File: config.mk
export PLATFORM = sky130hd
export DESIGN_NAME = humidity_sensor_frame_decoder
export DESIGN_NICKNAME = d
export VERILOG_FILES = /design/src/hw/rtl/hsfd_pkg.sv /design/src/hw/rtl/hsfd_scale.sv /design/src/hw/rtl/humidity_sensor_frame_decoder.sv
export SDC_FILE = /design/constraint.sdc
export NUM_CORES = 1
export LEC_CHECK = 0
export BUFFER_PORTS_ARGS = -buffer_cell sky130_fd_sc_hd__buf_2
export CORE_UTILIZATION = 57
export CTS_CLUSTER_DIAMETER = 100
export DETAILED_ROUTE_END_ITERATION = 8
export PLACE_DENSITY = 0.83
export SYNTH_ARGS = -nofsm -noshare
export SYNTH_HDL_FRONTEND = slang
export SYNTH_HIERARCHICAL = 1
export SYNTH_SLANG_ARGS = --single-unit
export TNS_END_PERCENT = 5
File: constraint.sdc
create_clock -name clk -period 10.4 [get_ports clk]
set_clock_uncertainty 0.15 [all_clocks]
set_input_delay 1.04 -clock clk [delete_from_list [all_inputs] [get_ports clk]]
set_output_delay 1.04 -clock clk [all_outputs]
set_load 0.01 [all_outputs]
File: src/hw/rtl/hsfd_pkg.sv
// ----------------------------------------------------------------------------
// hsfd_pkg: shared types and constants of the humidity sensor frame decoder
// Field types, status codes and the CRC-8 byte step (poly 0x31, MSB first).
// ----------------------------------------------------------------------------
`default_nettype none

package hsfd_pkg;

  typedef logic        [15:0] word_t;
  typedef logic signed [14:0] temp_centi_t;
  typedef logic        [13:0] hum_centi_t;

  typedef enum logic [1:0] {
    STATUS_OK       = 2'd0,
    STATUS_TEMP_CRC = 2'd1,
    STATUS_HUM_CRC  = 2'd2
  } status_t;

  localparam logic [7:0] CRC_POLY = 8'h31;
  localparam logic [7:0] CRC_INIT = 8'hFF;

  // One byte through the CRC-8 register, eight shift steps unrolled.
  function automatic logic [7:0] crc8_byte(input logic [7:0] crc, input logic [7:0] data);
    logic [7:0] c;
    c = crc ^ data;
    for (int i = 0; i < 8; i++) begin
      if (c[7]) begin
        c = {c[6:0], 1'b0} ^ CRC_POLY;
      end else begin
        c = {c[6:0], 1'b0};
      end
    end
    return c;
  endfunction

endpackage

`default_nettype wire

File: src/hw/rtl/hsfd_scale.sv
// ----------------------------------------------------------------------------
// hsfd_scale: raw sensor words to fixed-point readings
// temp = floor(17500*w/65535) - 4500, hum = floor(10000*w/65535).
// ----------------------------------------------------------------------------
`default_nettype none

module hsfd_scale
  import hsfd_pkg::*;
(
  input  word_t       temp_word,
  input  word_t       hum_word,
  output temp_centi_t temp_centi,
  output hum_centi_t  hum_centi
);

  localparam logic [14:0] TEMP_SPAN   = 15'd17500;
  localparam logic [13:0] HUM_SPAN    = 14'd10000;
  localparam logic [15:0] TEMP_OFFSET = 16'd4500;

  logic [30:0] temp_prod;
  logic [29:0] hum_prod;
  logic [31:0] temp_sum;
  logic [31:0] hum_sum;
  logic [15:0] temp_scaled;

  // Divide by 2^16-1: q = (p + (p >> 16) + 1) >> 16, exact for p < 2^32 - 1.
  assign temp_prod = {16'd0, TEMP_SPAN} * {15'd0, temp_word};
  assign hum_prod  = {16'd0, HUM_SPAN} * {14'd0, hum_word};

  assign temp_sum = {1'b0, temp_prod} + {17'd0, temp_prod[30:16]} + 32'd1;
  assign hum_sum  = {2'b0, hum_prod} + {18'd0, hum_prod[29:16]} + 32'd1;

  // Quotient is at most 17500, so the 16-bit difference stays in range.
  assign temp_scaled = {1'b0, temp_sum[30:16]} - TEMP_OFFSET;
  assign temp_centi  = temp_scaled[14:0];
  assign hum_centi   = hum_sum[29:16];

endmodule

`default_nettype wire

File: src/hw/rtl/humidity_sensor_frame_decoder.sv
// ----------------------------------------------------------------------------
// humidity_sensor_frame_decoder: CRC check and scaling of sensor frames
// Six-byte frames in, one decoded measurement out per frame.
// ----------------------------------------------------------------------------
// Usage:
//   Input channel (in_valid / in_stall): one frame byte per transfer. A frame
//   is temp MSB, temp LSB, temp CRC, hum MSB, hum LSB, hum CRC. Assert
//   in_frame_start with the first byte; a start mid-frame drops the partial
//   frame. Without a start flag, the byte after a sixth byte opens a frame.
//   Output channel (out_valid / out_stall): one transfer per complete frame
//   with raw words, status (temp CRC error wins over hum CRC error) and the
//   scaled temperature and humidity in hundredths.
//   Throughput: one byte per cycle while in_stall is low. Latency: the
//   result is valid the cycle after the sixth byte's transfer; the scaling
//   is one constant multiply and a reciprocal add per word, between the word
//   registers and the result register.
//   Stall: a waiting result holds in the result register. Bytes 1..5 keep
//   flowing; only a sixth byte is stalled while the previous result waits.
//   Reset (rst_n low, synchronous): byte position 0, CRC 0xFF, no result.
// ----------------------------------------------------------------------------
`default_nettype none

module humidity_sensor_frame_decoder
  import hsfd_pkg::*;
(
  input  wire logic        clk,
  input  wire logic        rst_n,
  // byte input
  input  wire logic        in_valid,
  output logic             in_stall,
  input  wire logic [7:0]  in_rx_byte,
  input  wire logic        in_frame_start,
  // decoded frame output
  output logic             out_valid,
  input  wire logic        out_stall,
  output temp_centi_t      out_temp_centi,
  output hum_centi_t       out_hum_centi,
  output word_t            out_temp_word,
  output word_t            out_hum_word,
  output logic [1:0]       out_status
);

  // Byte positions within a frame
  localparam logic [2:0] POS_T_MSB = 3'd0;
  localparam logic [2:0] POS_T_LSB = 3'd1;
  localparam logic [2:0] POS_T_CRC = 3'd2;
  localparam logic [2:0] POS_H_MSB = 3'd3;
  localparam logic [2:0] POS_H_LSB = 3'd4;
  localparam logic [2:0] POS_H_CRC = 3'd5;

  logic [2:0]  pos_r, pos_nxt;
  logic [7:0]  crc_r, crc_nxt;
  word_t       temp_hold_r, temp_hold_nxt;
  word_t       hum_hold_r, hum_hold_nxt;
  logic        temp_ok_r, temp_ok_nxt;

  logic        out_valid_r, out_valid_nxt;
  temp_centi_t temp_centi_r;
  hum_centi_t  hum_centi_r;
  word_t       temp_word_r;
  word_t       hum_word_r;
  status_t     status_r, status_nxt;

  logic [2:0]  pos_eff;
  logic        last_byte;
  logic        in_xfer;
  logic        out_xfer;
  logic        emit;
  logic [7:0]  crc_step;
  temp_centi_t temp_centi_c;
  hum_centi_t  hum_centi_c;

  // Start flag or an unreachable position restarts the frame
  always_comb begin
    if (in_frame_start || !(pos_r inside {[POS_T_MSB:POS_H_CRC]})) begin
      pos_eff = POS_T_MSB;
    end else begin
      pos_eff = pos_r;
    end
  end

  assign last_byte = (pos_eff == POS_H_CRC);

  // Only a result-producing byte waits on a pending, stalled result
  assign in_stall = out_valid_r && out_stall && last_byte;
  assign in_xfer  = in_valid && !in_stall;
  assign out_xfer = out_valid_r && !out_stall;
  assign emit     = in_xfer && last_byte;

  assign crc_step = crc8_byte((pos_eff == POS_T_MSB || pos_eff == POS_H_MSB) ? CRC_INIT : crc_r,
                              in_rx_byte);

  // Frame assembly
  always_comb begin
    pos_nxt       = pos_r;
    crc_nxt       = crc_r;
    temp_hold_nxt = temp_hold_r;
    hum_hold_nxt  = hum_hold_r;
    temp_ok_nxt   = temp_ok_r;
    status_nxt    = STATUS_OK;
    if (!temp_ok_r) begin
      status_nxt = STATUS_TEMP_CRC;
    end else if (crc_r != in_rx_byte) begin
      status_nxt = STATUS_HUM_CRC;
    end
    if (in_xfer) begin
      case (pos_eff)
        POS_T_MSB: begin
          crc_nxt       = crc_step;
          temp_hold_nxt = {in_rx_byte, 8'h00};
          pos_nxt       = POS_T_LSB;
        end
        POS_T_LSB: begin
          crc_nxt       = crc_step;
          temp_hold_nxt = {temp_hold_r[15:8], in_rx_byte};
          pos_nxt       = POS_T_CRC;
        end
        POS_T_CRC: begin
          temp_ok_nxt = (crc_r == in_rx_byte);
          crc_nxt     = CRC_INIT;
          pos_nxt     = POS_H_MSB;
        end
        POS_H_MSB: begin
          crc_nxt      = crc_step;
          hum_hold_nxt = {in_rx_byte, 8'h00};
          pos_nxt      = POS_H_LSB;
        end
        POS_H_LSB: begin
          crc_nxt      = crc_step;
          hum_hold_nxt = {hum_hold_r[15:8], in_rx_byte};
          pos_nxt      = POS_H_CRC;
        end
        default: begin
          // humidity CRC byte: result goes out, frame closes
          crc_nxt = CRC_INIT;
          pos_nxt = POS_T_MSB;
        end
      endcase
    end
  end

  // Scaling works straight off the assembled word registers
  hsfd_scale u_scale (
    .temp_word  (temp_hold_r),
    .hum_word   (hum_hold_r),
    .temp_centi (temp_centi_c),
    .hum_centi  (hum_centi_c)
  );

  always_comb begin
    out_valid_nxt = out_valid_r;
    if (emit) begin
      out_valid_nxt = 1'b1;
    end else if (out_xfer) begin
      out_valid_nxt = 1'b0;
    end
  end

  always_ff @(posedge clk) begin
    if (!rst_n) begin
      pos_r       <= POS_T_MSB;
      crc_r       <= CRC_INIT;
      temp_hold_r <= '0;
      hum_hold_r  <= '0;
      temp_ok_r   <= 1'b0;
      out_valid_r <= 1'b0;
    end else begin
      pos_r       <= pos_nxt;
      crc_r       <= crc_nxt;
      temp_hold_r <= temp_hold_nxt;
      hum_hold_r  <= hum_hold_nxt;
      temp_ok_r   <= temp_ok_nxt;
      out_valid_r <= out_valid_nxt;
    end
  end

  // Result register: loaded only when a frame completes
  always_ff @(posedge clk) begin
    if (emit) begin
      temp_centi_r <= temp_centi_c;
      hum_centi_r  <= hum_centi_c;
      temp_word_r  <= temp_hold_r;
      hum_word_r   <= hum_hold_r;
      status_r     <= status_nxt;
    end
  end

  assign out_valid      = out_valid_r;
  assign out_temp_centi = temp_centi_r;
  assign out_hum_centi  = hum_centi_r;
  assign out_temp_word  = temp_word_r;
  assign out_hum_word   = hum_word_r;
  assign out_status     = status_r;

  // --------------------------------------------------------------------------
  // Assertions
  // --------------------------------------------------------------------------
  a_pos_range: assert property (@(posedge clk) disable iff (!rst_n)
    pos_r <= POS_H_CRC)
    else $error("byte position out of range");

  a_emit_valid: assert property (@(posedge clk) disable iff (!rst_n)
    emit |=> out_valid)
    else $error("completed frame did not produce a result");

  a_rise_after_last: assert property (@(posedge clk) disable iff (!rst_n)
    $rose(out_valid) |-> $past(pos_r) == POS_H_CRC || $past(in_frame_start) == 1'b0
                         && $past(pos_eff) == POS_H_CRC)
    else $error("result appeared without a sixth byte");

  a_pos_wrap: assert property (@(posedge clk) disable iff (!rst_n)
    emit |=> pos_r == POS_T_MSB)
    else $error("byte position did not wrap after a frame");

  a_stall_cause: assert property (@(posedge clk) disable iff (!rst_n)
    in_stall |-> out_valid && out_stall)
    else $error("input stalled with no pending result");

  a_status_code: assert property (@(posedge clk) disable iff (!rst_n)
    out_valid |-> out_status != 2'd3)
    else $error("invalid status code");

endmodule

`default_nettype wire

=== Word-level counts from Yosys, hierarchy flattened ===
Cells that the tools add are included.
Widths: inputs -> output; s select.

* Eq/ne operators: 7
* $lt $le $gt $ge: 2
* $add $sub $neg: 5
* Reduce and logical (&&, ||, !) cells: 21
* Muxes and demuxes: 17
* Bitwise gates (word level): 11
* $mul: 2

{| class="wikitable"
|+ Operators by type and width
! cell !! count
|-
| $pmux 16 s2 || 2
|-
| $mux 6 || 8
|-
| $add 31x1->31 const B || 1
|-
| $add 31x15->31 || 1
|-
| $add 30x1->30 const B || 1
|-
| $add 30x14->30 || 1
|-
| $mul 13x16->29 const A || 1
|-
| $mul 10x16->26 const A || 1
|-
| $not 3->3 || 8
|-
| $mux 8 || 2
|-
| $pmux 3 s5 || 1
|-
| $sub 15x13->15 const B || 1
|-
| $eq 8x8->1 || 1
|-
| $ne 8x8->1 || 1
|-
| $xor 8x8->8 || 1
|-
| $eq 3x2->1 const B || 2
|-
| $eq 3x3->1 const B || 2
|-
| $logic_and 1x1->1 || 6
|-
| $reduce_and 2->1 || 3
|-
| $reduce_and 3->1 || 2
|-
| $reduce_bool 2->1 || 3
|-
| $reduce_or 4->1 || 1
|-
| $eq 3x1->1 const B || 1
|-
| $ge 3x1->1 const B || 1
|-
| other kinds (8) || 13
|}

* Flip-flop bits (word level): 108
* Bits of input ports: 13
* Logic and storage cells: 78

=== Logic depth before layout (Yosys ltp) ===
Gate-level depths: netlist of run 1.

* Depth in word-level cells: 26
* Depth in mapped cells: 33
* Gate-level depth less buffers: 33

=== Hierarchy ===
The synthesis of run 1 kept the hierarchy.

{| class="wikitable"
|+ By module, submodules not included
! module !! area an instance (um2) !! times used !! cells each
|-
| hsfd_scale || 7499.7 || 1 || 894
|-
| humidity_sensor_frame_decoder || 4135.2 || 1 || 323
|}

=== Least setup slack after synthesis of run 1 ===
No wires, ideal clock.

* Path type: flip-flop to flip-flop
* Start point: register temp_hold_r[8]
* End point: register temp_centi_r[14] (netlist: out_temp_centi[14]) (data pin)
* Period minus slack after synthesis: 7.778 ns
* Arrival: 7.448 ns
* Path slack: 2.622 ns
* Stages on the path, launching flop included: 31
* Setup time: 0.180 ns
* Cell sequence: dfxtp_1 -> ha_1 -> fa_1 -> ha_1 -> inv_1 -> fa_1 -> fa_1 -> inv_1 -> ha_1 -> and3_1 -> a221o_1 -> a22o_1 -> nor2_1 -> o21bai_1 -> mux2i_1 -> o2111ai_1 -> ha_1 -> a21o_1 -> a21oi_1 -> a21boi_0 -> mux2_1 -> a211oi_4 -> nor3_1 -> nand3_1 -> nor2_1 -> xnor2_1 -> ha_1 -> a2111oi_4 -> nor2_1 -> or2_1 -> o311ai_1

* Longest elaborated chain between the ends: 4

{| class="wikitable"
|+ RTL lines
! what !! line !! text
|-
| start: declaration || humidity_sensor_frame_decoder.sv:53 || <nowiki>word_t temp_hold_r, temp_hold_nxt;</nowiki>
|-
| start signal: assignment || humidity_sensor_frame_decoder.sv:170 || <nowiki>temp_hold_r <= temp_hold_nxt;</nowiki>
|-
| $mul 13x16->29 || hsfd_scale.sv:27 || <nowiki>assign temp_prod = {16'd0, TEMP_SPAN} * {15'd0, temp_word};</nowiki>
|-
| $add 31x15->31 || hsfd_scale.sv:30 || <nowiki>assign temp_sum = {1'b0, temp_prod} + {17'd0, temp_prod[30:16]} + 32'd1;</nowiki>
|-
| $add 31x1->31 || hsfd_scale.sv:30 ||
|-
| $sub 15x13->15 || hsfd_scale.sv:34 || <nowiki>assign temp_scaled = {1'b0, temp_sum[30:16]} - TEMP_OFFSET;</nowiki>
|-
| named net temp_centi_c[14] || humidity_sensor_frame_decoder.sv:70 || <nowiki>temp_centi_t temp_centi_c;</nowiki>
|-
| end signal: assignment || humidity_sensor_frame_decoder.sv:180 || <nowiki>temp_centi_r <= temp_centi_c;</nowiki>
|-
| end: declaration || humidity_sensor_frame_decoder.sv:58 || <nowiki>temp_centi_t temp_centi_r;</nowiki>
|}

The timed path passes the listed nets, and every way through them passes these cells.
A chain may end at the register's enable or synchronous reset.

=== Worst setup path after layout of run 1 ===
Same ends and word-level chain as after synthesis.

==> key figures, run 1 <==
Outcome
  – Status: completed

Finish
  – ANT cells: 0
  – Utilization after layout: 63.59%
  – Register Area: approximately 2800 um2
  – Nets: 1558
  – # fillers: roughly 1600
  – Area occupied by multi-input gates: 7881 um2
  – Layout cells sized above 1: 9.297%
  – Layout area overhead: 7.764%

Clocking
  – Clock tree root driver cell: clkbuf_16
  – Post-CTS Resized: 0
  – CTS tree: built
  – CTS buffer count: 9
  – Post-CTS Setup Inserts: 0
  – Hold-fix buffer count after cts: 0
  – Clock buffer depth: 2
  – Clk sink count: 108
  – CTS H-Tree Depth: 3
  – Clock Latency Late Sink: around 0.36 ns
  – Clock transition at path regs: 0.08 ns

Power
  – Worst VDD drop: just over 0.00008 V
  – Gate power share: between 20% and 30%
  – Switch share: between 30 and 40%
  – P_leak: 0.006357 uW
  – Pwr Density: 91.58 nW/um2
  – Internal: 760.4 uW
  – Flop pwr share: around two fifths
  – Clock power frac: roughly 30%
  – NetSw: 387.9 uW

GRT
  – Global Route Usage Sum: 24.08%
  – GRT met2 Usage: 39.09%
  – Vias in the first global route: 8222
  – Met3 Use GR: 2.731%
  – Layer with the highest usage: met2
  – First-pass GRT wire length: 39.22 mm
  – GRT overflow: 0
  – Initial antenna violation count: 0
  – GR Layer Usage met1: 32.99%
  – Largest net degree at the start of global routing: 43

Yosys
  – Part of the Yosys area used for sequential elements: 24.00%
  – Synth Register Bits: 108
  – Post-synth top flop: edfxtp_1
  – Post-synth EDFFs: 63
  – FFs w/ async S/R, synth: 0%
  – Syn Std Cell Area: 11630 um2
  – Post-Syn Area per Cell: 9.560 um2
  – Synth Warn #: 6
  – Syn nets: 1500
  – Netlist cell types: 83
  – Syn Inst Count: ~1200

Critical path
  – CP Launch Type: flip-flop
  – Slowest-stage cell, CP: dfxtp_1
  – Crit. End Element: flip-flop
  – Crit Path Class: reg -> reg
  – Worst r2r src: temp_hold_r[8]
  – Worst EP required: 10.42 ns
  – Crit-path max cell delay: about 0.56 ns
  – R2R depth: 30
  – Crit path max fanout: 8
  – CP most frequent cell: ha_1
  – Setup crit start: temp_hold_r[8]
  – Arrival time worst endpoint: 8.68 ns

Timing
  – Final min period: 8.657 ns
  – Tcrit/Tclk final: 83.25%
  – Setup TNS: 0 ns
  – Slew HR: 39.76%
  – RSZ-0062 raised after global routing: false
  – F_max: 115.5 MHz
  – Worst-Margin Slew: just under 0.9 ns
  – Setup-failing EPs final: 0
  – Final Hold Vio Count: 0
  – Max Transition Viols Final: 0

Floorplanning
  – IO Count: just under 80
  – Die Span Y: 144.9 um
  – Initial Utilization: 59.01%
  – Die area: 20990 um2
  – Core ar.: 19720 um2
  – Die Wd: between 100 and 150 um
  – FP Rows: 51

Placed design
  – IO Port Bufs: 77
  – Final GP Congestion: 0.9027
  – Hpwl dp: 19.40 mm

Routing
  – DRT Pass-1 Iters: 5
  – Via density: 5.663
  – Iteration-0 DRC Markers: just under 600
  – WL per Instance: about 16 um
  – WL final: 24.28 mm
  – Detailed-route via count: slightly below 9000
  – Residual DRC: 0
  – Remaining antenna violation count after routing: 0

Min path
  – Tightest Hold Check Type: reg -> reg
  – Hold path depth: 1
  – Critical hold path startpoint: temp_ok_r

Flow run
  – Max_cap viols: 0
==> area by class of cell <==
cell class / instances / area share [%]
well taps: 265 / 2.644
inverters: 226 / 6.766
multi-input cells: 852 / 62.86
flip-flops and latches: 108 / 22.27
repair buffers: 78 / 3.133
clock inverters: 7 / 0.5289
clock buffers: 9 / 1.796
==> critical path, delay by kind of cell, from the launching register on <==
| family | cells | cell delay, ns |
|---|---|---|
| adders and majority gates | 8 | 3.17 |
| AOI/OAI and AO/OA | 10 | 2.60 |
| and+or+nand+nor | 7 | 1.15 |
| DFF | 1 | 0.56 |
| muxes | 2 | 0.55 |
| xor gates and xnor gates | 1 | 0.15 |
| buffers and inverters | 2 | 0.12 |
==> kinds of logic after synthesis <==
logic type | synth area share (%)
DFF | 24.00
AOI/OAI and AO/OA | 15.22
buffers and inverters | 8.323
xor gates and xnor gates | 6.592
adders and majority gates | 34.28
muxes | 0.7205
and+or+nand+nor | 10.86
==> per-stage QoR <==
stage               setup slack [ns]  hold WS, ns  instance area [um2]  cells  total power, uW
floorplan                      2.622       0.2970                11630   1217            739.3
global route                   1.151       0.3591                12540   1545             1212
CTS                            1.831       0.3243                12540   1545             1154
global placement               2.215       0.3021                12250   1529            795.3
finish                         1.743       0.3281                12540   1545             1148
detailed placement             1.886       0.3158                12250   1529            808.3
==> cells in the mapped netlist, drive strengths merged (30+ instances only) <==
cell / number / area (um2)
inv: 226 / 848.3
ha: 190 / 2377
fa: 80 / 1602
nand2: 66 / 247.7
edfxtp: 63 / 1892
xnor2: 59 / 516.8
nor2: 50 / 187.7
a21oi: 47 / 235.2
dfxtp: 45 / 900.9
o21ai: 35 / 175.2
nand3: 34 / 170.2
a21boi: 30 / 225.2
==> layout by cell type, fill, tap and decap left out, types with 8 or more instances in the layout <==
cell type  netlist  routed
nor3_1          18      18
a22oi_1          8       8
and2_1           8       8
xnor2_1         59      59
buf_2            3      77
xor2_1          26      26
a21boi_0        29      29
o21a_1           9       9
o21ai_0         28      28
clkbuf_16        0       9
nand3_1         34      34
nor2_1          50      49
inv_1          226     226
and3_1          10      10
o211ai_1         8       8
nand4_1         13      13
ha_1           190     190
nor4_1           9       9
nor2b_1         13      13
nand2_1         66      66
a21o_1          21      21
dfxtp_1         45      45
fa_1            80      80
a21oi_1         47      47
edfxtp_1        63      63
==> final timing paths <==
check	end	slack, ns
setup / recovery	out_temp_centi[14]	1.74
hold / removal	out_status[0]	0.33
setup reg to reg	out_temp_centi[14]	1.74
hold reg to reg	out_status[0]	0.33
==> flip-flops by register name, indices dropped and copies added (netlist names), 2 cells and up <==
signal	flops
hum_hold_r	16
out_hum_word	16
out_temp_word	16
temp_hold_r	16
out_temp_centi	15
out_hum_centi	14
crc_r	8
pos_r	3
out_status	2
==> layer usage <==
layer | wire [um] | vias up
met4 | 652 | 0
met5 | 0 | -
met1 | 11230 | 4150
met2 | 11130 | 250
met3 | 1269 | 47
li1 | - | 4302
==> power by group through the flow <==
stage	Combinational (uW)	Sequential, uW	Clock, uW
floorplan	258	482	0
global placement	308	487	0
detailed placement	321	487	0
CTS	324	477	352
global route	366	479	367
finish	326	478	344
No activity file was read; power rests on OpenSTA's default activity.
==> inputs of run 2 (changes only) <==
Settings changed: ABC_AREA set to 1, PLACE_DENSITY 0.83 to 0.85.
Clock period 10.4 ns to 7.3 ns, I/O delays scaled along.
==> key figures, run 2 <==
Finish
  – Layout cells sized above 1: 12.74% (+3.4 points)
  – Utilization after layout: 62.91% (-0.67 points)
  – Commonest non-fill, non-tap cell in the layout: nand2_1
  – ANT cells: 0 (unchanged)
  – Layout area overhead: 8.227%
  – Most frequent cells in the layout: 394 x nand2_1, 367 x inv_1, 190 x ha_1, 119 x nand3_1, 112 x a21oi_1
  – Nets: 2115 (+36%)

Min path
  – Critical hold path startpoint: crc_r[2]
  – Hold-critical path endpoint: crc_r[2]
  – Tightest Hold Check Type: reg -> reg
  – Hold path depth: 2 (+1)

Critical path
  – CP Launch Type: flip-flop
  – R2R depth: 32 (+6.7%)
  – Crit. End Element: flip-flop
  – R2R Setup Slk: 0.41 ns (-1.33 ns)
  – Worst r2r src: temp_hold_r[8]
  – Crit-path max cell delay: 0.54 ns (-0.02 ns)
  – Crit path max fanout: 8 (unchanged)
  – Slowest-stage cell, CP: dfxtp_1
  – Worst EP required: 7.27 ns (-3.15 ns)
  – Top cell family by delay on the critical path: adder cells
  – Worst path bufs/invs: 5 (+3)
  – Arrival time worst endpoint: 6.86 ns (-1.82 ns)
  – Worst R2R End: out_temp_centi[12]
  – Crit Path Class: reg -> reg

Routing
  – DRT Pass-1 Iters: 6 (+1)
  – Residual DRC: 0 (unchanged)
  – WL per Instance: 15.31 um (-2.6%)
  – WL final: 32.48 mm (+34%)
  – Detailed-route via count: 11626 (+33%)
  – Iteration-0 DRC Markers: 798 (+34%)
  – Via density: 5.479 (-3.2%)
  – Remaining antenna violation count after routing: 0 (unchanged)

GRT
  – First-pass GRT wire length: 53.90 mm (+37%)
  – GRT met2 Usage: 48.42% (+9.3 points)
  – GR Layer Usage met1: 37.26% (+4.3 points)
  – GRT overflow: 0 (unchanged)
  – Met3 Use GR: 3.194% (+0.46 points)
  – Layer with the highest usage: met2
  – Largest net degree at the start of global routing: 51 (+19%)
  – Initial antenna violation count: 0 (unchanged)
  – Vias in the first global route: 11284 (+37%)
  – Global Route Usage Sum: 28.32% (+4.2 points)

Yosys
  – Part of the Yosys area used for sequential elements: 21.15% (-2.8 points)
  – Syn nets: 2026 (+35%)
  – Most common cell in the netlist: nand2_1
  – Top cells by area, synth: ha_1 18%, edfxtp_1 14%, fa_1 12%
  – FFs w/ async S/R, synth: 0% (unchanged)
  – Synth Warn #: 6 (unchanged)
  – Share of the synthesized area in the top cell type: 18.01% (-2.4 points)
  – Synth area leader: ha_1
  – Synth top cells by count: 394 x nand2_1, 367 x inv_1, 190 x ha_1
  – Post-Syn Area per Cell: 7.574 um2 (-21%)
  – Post-synth top flop: edfxtp_1
  – Post-synth EDFFs: 63 (unchanged)
  – Syn Std Cell Area: 13200 um2 (+13%)
  – Synth Register Bits: 108 (unchanged)
  – Syn Inst Count: 1743 (+43%)
  – Netlist cell types: 47 (-43%)

Timing
  – RSZ-0062 raised after global routing: false
  – Slew HR: 19.09% (-21 points)
  – F_max: 145.1 MHz (+26%)
  – Final min period: 6.891 ns (-1.767 ns)
  – Setup TNS: 0 ns (unchanged)
  – Smallest hold slack: 0.3481 ns (+0.01996 ns)
  – Worst-Margin Slew: 1.206 ns (+0.3254 ns)
  – Setup ws final: 0.4091 ns (-1.333 ns)
  – Tcrit/Tclk final: 94.40% (+11 points)
  – Final Hold Vio Count: 0 (unchanged)
  – Setup-failing EPs final: 0 (unchanged)
  – Max Transition Viols Final: 0 (unchanged)

Floorplanning
  – Die area: 23770 um2 (+13%)
  – Initial Utilization: 58.13% (-0.88 points)
  – Die Wd: 154.2 um (+6.4%)
  – Die Span Y: 154.2 um (+6.4%)
  – FP Rows: 55 (+7.8%)
  – IO Count: 78 (unchanged)
  – Core ar.: 22710 um2 (+15%)

Clocking
  – Clock transition at path regs: 0.09 ns (about the same)
  – CTS tree: built
  – Clock tree root driver cell: clkbuf_16
  – Clock Latency Late Sink: 0.38 ns (+0.02 ns)
  – Clock buffer depth: 2 (unchanged)
  – Post-CTS Setup Inserts: 0 (unchanged)
  – Clk sink count: 108 (unchanged)
  – CTS buffer count: 9 (unchanged)
  – Hold-fix buffer count after cts: 0 (unchanged)
  – CTS H-Tree Depth: 3 (unchanged)

Power
  – Clock power frac: 27.7% (-2.3 points)
  – Worst VDD drop: 0.0001056 V (+28%)
  – P_leak: 0.007910 uW (+24%)
  – Internal: 1110 uW (+46%)
  – Gate power share: 35.6% (+7.2 points)
  – Switch share: 39.55% (+5.8 points)
  – Flop pwr share: 36.6% (-5.0 points)
  – Pwr Density: 128.5 nW/um2 (+40%)
  – NetSw: 725.9 uW (+87%)

Placed design
  – IO Port Bufs: 77 (unchanged)
  – Hpwl dp: 26.65 mm (+37%)
  – Worst slack at placement: 0.3156 ns (-1.571 ns)
  – Final GP Congestion: 1.020 (+13%)

Outcome
  – Status: completed

Flow run
  – Max_cap viols: 0 (unchanged)
[run 2: cell count changes in the layout (fill, tap and decap cells not counted), sizes merged, moves of 10 or more]
cell	change
nand2	+374
inv	+154
a21boi	-28
nand4	+23
nor2b	-13
a211oi	-10
nor2	+59
a21o	-18
nand3	+102
a21oi	+70
xnor2	-43
[run 2: cell families (layout without fill, tap and decap cells)]
kind of cell               Yosys count  in the layout  synth area share (%)
DFF                                108            108                 21.15
adders and majority gates          270            270                 30.14
AOI/OAI and AO/OA                  170            170                 7.146
xor gates and xnor gates            48             48                 3.241
and+or+nand+nor                    754            754                 27.01
buffers and inverters              393            487                 11.31
[run 2: final cells by class]
class                           instances  area [um2]
Clock buffer                            9       225.2
Clock inverter                          7       78.83
Fill cell                            1918        8422
Inverter                              385        1445
Multi-Input combinational cell       1242        8934
Sequential cell                       108        2795
Tap cell                              285       356.6
Timing Repair Buffer                   86       452.9
[run 2: worst reg2reg max path: cells and delay by family (launching register included)]
kind | cells | cell delay [ns]
buffers and inverters | 5 | 0.38
flip-flops | 1 | 0.54
AND/OR/NAND/NOR | 17 | 1.99
XOR/XNOR | 2 | 0.39
adder cells (fa/ha/maj) | 8 | 3.20
[run 2: what timing repair did]
action                                 4_1_cts  5_1_grt
gates resized for setup                      0        4
endpoints found under the hold margin        0        0
setup endpoints to repair                    0        5
[run 2: metrics by stage]
step | instances | area [um2] | total power [uW]
finish | 2122 | 14290 | 1836
global route | 2122 | 14290 | 1946
CTS | 2122 | 14270 | 1831
detailed placement | 2106 | 13970 | 1327
global placement | 2106 | 13970 | 1309
floorplan | 1743 | 13200 | 1166
[run 2: per-layer routing]
metal	wire length (um)	share of wire, %
met1	14450	44
met2	15410	47
met3	1797	5.5
met4	828	2.5
met5	0	0
[run 2: power groups by stage]
stage | clock network (uW) | registers [uW] | logic (uW)
floorplan | 0 | 683 | 483
global placement | 0 | 685 | 624
detailed placement | 0 | 686 | 640
CTS | 515 | 672 | 644
global route | 542 | 674 | 730
finish | 509 | 672 | 654
[run 2: worst max path at each step]
stage,start,end,cells after the start
after floorplan,temp_hold_r[9],out_temp_centi[14],32
after global placement,temp_hold_r[9],out_temp_centi[14],31
after detailed placement,temp_hold_r[9],out_temp_centi[14],31
after CTS,temp_hold_r[9],out_temp_centi[14],31
after global routing,temp_hold_r[13],out_temp_centi[12],34
final,temp_hold_r[8],out_temp_centi[12],32
==> inputs of run 3 (changes only) <==
Settings changed: PLACE_DENSITY 0.85 to 0.82.
Clock period 7.3 ns to 8.45 ns, I/O delays scaled along.
==> key figures, run 3 (synthesis gave the netlist of run 2 again) <==
Min path
  – Tightest Hold Check Type: reg -> reg
  – Critical hold path startpoint: temp_ok_r

Finish
  – Post-route cell area: 14220 um2 (-0.49%)
  – Layout area overhead: 7.696%
  – Nets: 2109 (-0.28%)
  – Area occupied by multi-input gates: 8924 um2 (-0.11%)
  – Most frequent cells in the layout: 394 x nand2_1, 367 x inv_1, 190 x ha_1, 119 x nand3_1, 112 x a21oi_1
  – # fillers: 1985 (+3.5%)
  – ANT cells: 0 (unchanged)
  – Layout cells sized above 1: 12.23% (-0.50 points)
  – Commonest non-fill, non-tap cell in the layout: nand2_1
  – Register Area: 2793 um2 (about the same)

Outcome
  – Status: completed

Power
  – Worst VDD drop: 0.00008813 V (-17%)
  – Pwr Density: 110.0 nW/um2 (-14%)
  – P_leak: 0.007864 uW (-0.58%)
  – Final Total Pwr: 1564 uW (-15%)

Clocking
  – Clk sink count: 108 (unchanged)
  – Post-CTS Resized: 0 (unchanged)
  – CTS H-Tree Depth: 3 (unchanged)
  – Hold-fix buffer count after cts: 0 (unchanged)
  – Clock Latency Late Sink: 0.37 ns (about the same)
  – Clock transition at path regs: 0.08 ns (about the same)
  – Clock buffer depth: 2 (unchanged)
  – CTS tree: built
  – CTS buffer count: 9 (unchanged)
  – Post-CTS Setup Inserts: 0 (unchanged)
  – Clock tree root driver cell: clkbuf_16

Critical path
  – Arrival time worst endpoint: 7.06 ns (+0.20 ns)
  – Crit Path Class: reg -> reg
  – Setup crit start: temp_hold_r[9]
  – CP Launch Type: flip-flop
  – Crit-path max cell delay: 0.58 ns (+0.04 ns)
  – Crit path max fanout: 8 (unchanged)
  – Worst r2r src: temp_hold_r[9]
  – Crit. End Element: flip-flop
  – CP most frequent cell: nand2_1
  – Slowest-stage cell, CP: dfxtp_1
  – Worst EP required: 8.42 ns (+1.15 ns)

Timing
  – RSZ-0062 raised after global routing: false
  – Smallest hold slack: 0.3488 ns (+0.0007550 ns)
  – F_max: 141.2 MHz (-2.7%)
  – Final min period: 7.085 ns (+0.1938 ns)
  – Setup ws final: 1.365 ns (+0.9562 ns)
  – Worst-Margin Slew: 0.6528 ns (-0.5534 ns)
  – Setup TNS: 0 ns (unchanged)
  – Slew HR: 56.48% (+37 points)
  – Final Hold Vio Count: 0 (unchanged)
  – Tcrit/Tclk final: 83.84% (-11 points)
  – Max Transition Viols Final: 0 (unchanged)
  – Setup-failing EPs final: 0 (unchanged)

GRT
  – GRT overflow: 0 (unchanged)
  – First-pass GRT wire length: 53.48 mm (-0.78%)
  – Vias in the first global route: 11187 (-0.86%)
  – Global Route Usage Sum: 28.16% (-0.16 points)
  – Largest net degree at the start of global routing: 51 (unchanged)
  – Initial antenna violation count: 0 (unchanged)

Routing
  – Iteration-0 DRC Markers: 741 (-7.1%)
  – Post-Route M1 WL: 14.03 mm (-2.9%)
  – WL met3: 1.911 mm (+6.3%)
  – DRT Pass-1 Iters: 5 (-1)
  – WL final: 32.01 mm (-1.5%)
  – Remaining antenna violation count after routing: 0 (unchanged)
  – Met2 WL: 15.36 mm (-0.32%)
  – Highest metal used: met4
  – Detailed-route via count: 11561 (-0.56%)
  – Residual DRC: 0 (unchanged)
  – Via density: 5.464 (-0.28%)
  – WL per Instance: 15.13 um (-1.2%)

Floorplanning
  – Die area: 23770 um2 (unchanged)
  – Initial Utilization: 58.13% (unchanged)
  – Die Wd: 154.2 um (unchanged)
  – IO Count: 78 (unchanged)
  – FP Rows: 55 (unchanged)
  – Core ar.: 22710 um2 (unchanged)
  – Die Span Y: 154.2 um (unchanged)

Placed design
  – IO Port Bufs: 77 (unchanged)
  – Hpwl dp: 26.23 mm (-1.6%)
  – Dpl cell area: 13930 um2 (-0.32%)
  – Final GP Congestion: 1.034 (+1.5%)
  – Worst slack at placement: 1.474 ns (+1.158 ns)

Flow run
  – Max_cap viols: 0 (unchanged)
==> run 3: cell types whose count changed in the layout (fill, tap and decap cells not counted), sizes merged <==
| cell | previous run | this run |
|---|---|---|
| clkinvlp | 0 | 2 |
| buf | 86 | 80 |
| clkbuf | 9 | 10 |
| clkinv | 7 | 4 |
==> run 3: worst paths after layout <==
| path | endpoint | slack, ns | cells after the start |
|---|---|---|---|
| setup / recovery | out_temp_centi[14] | 1.37 | 31 |
| hold / removal | out_status[0] | 0.35 | 1 |
| setup reg to reg | out_temp_centi[14] | 1.37 | 31 |
| hold reg to reg | out_status[0] | 0.35 | 1 |
==> run 3: area by class of cell <==
class | count | share of cell area (%)
timing repair buffer | 80 | 2.869
tap | 285 | 2.508
inverter | 385 | 10.16
multi-input combinational | 1242 | 62.77
clock buffer | 10 | 1.681
clock inverter | 6 | 0.3696
sequential | 108 | 19.64
==> run 3: metal layers <==
metal / track usage (%) / up-vias
met3: 3.670 / 52
met4: 8.286 / 0
met5: 0 / -
met2: 48.70 / 366
li1: - / 5726
met1: 36.77 / 5417
==> run 3: metrics by stage <==
stage               utilization, %  cells
finish                       62.61   2116
global route                 62.61   2116
CTS                          62.61   2116
detailed placement           61.32   2100
global placement             61.32   2100
floorplan                        -   1743
==> run 3: report_power, final <==
group          leakage [uW]  switching (uW)  total (uW)  internal (uW)
Clock              0.000138             210         424            214
Combinational       0.00677             381         558            177
Sequential         0.000957            13.3         582            569
==> run 3: critical path, delay by kind of cell (launching register included) <==
family / cells / cell delay (ns)
adder cells (fa/ha/maj): 8 / 3.24
AND/OR/NAND/NOR: 18 / 2.25
flip-flops: 1 / 0.58
XOR/XNOR: 1 / 0.32
buffers and inverters: 4 / 0.28
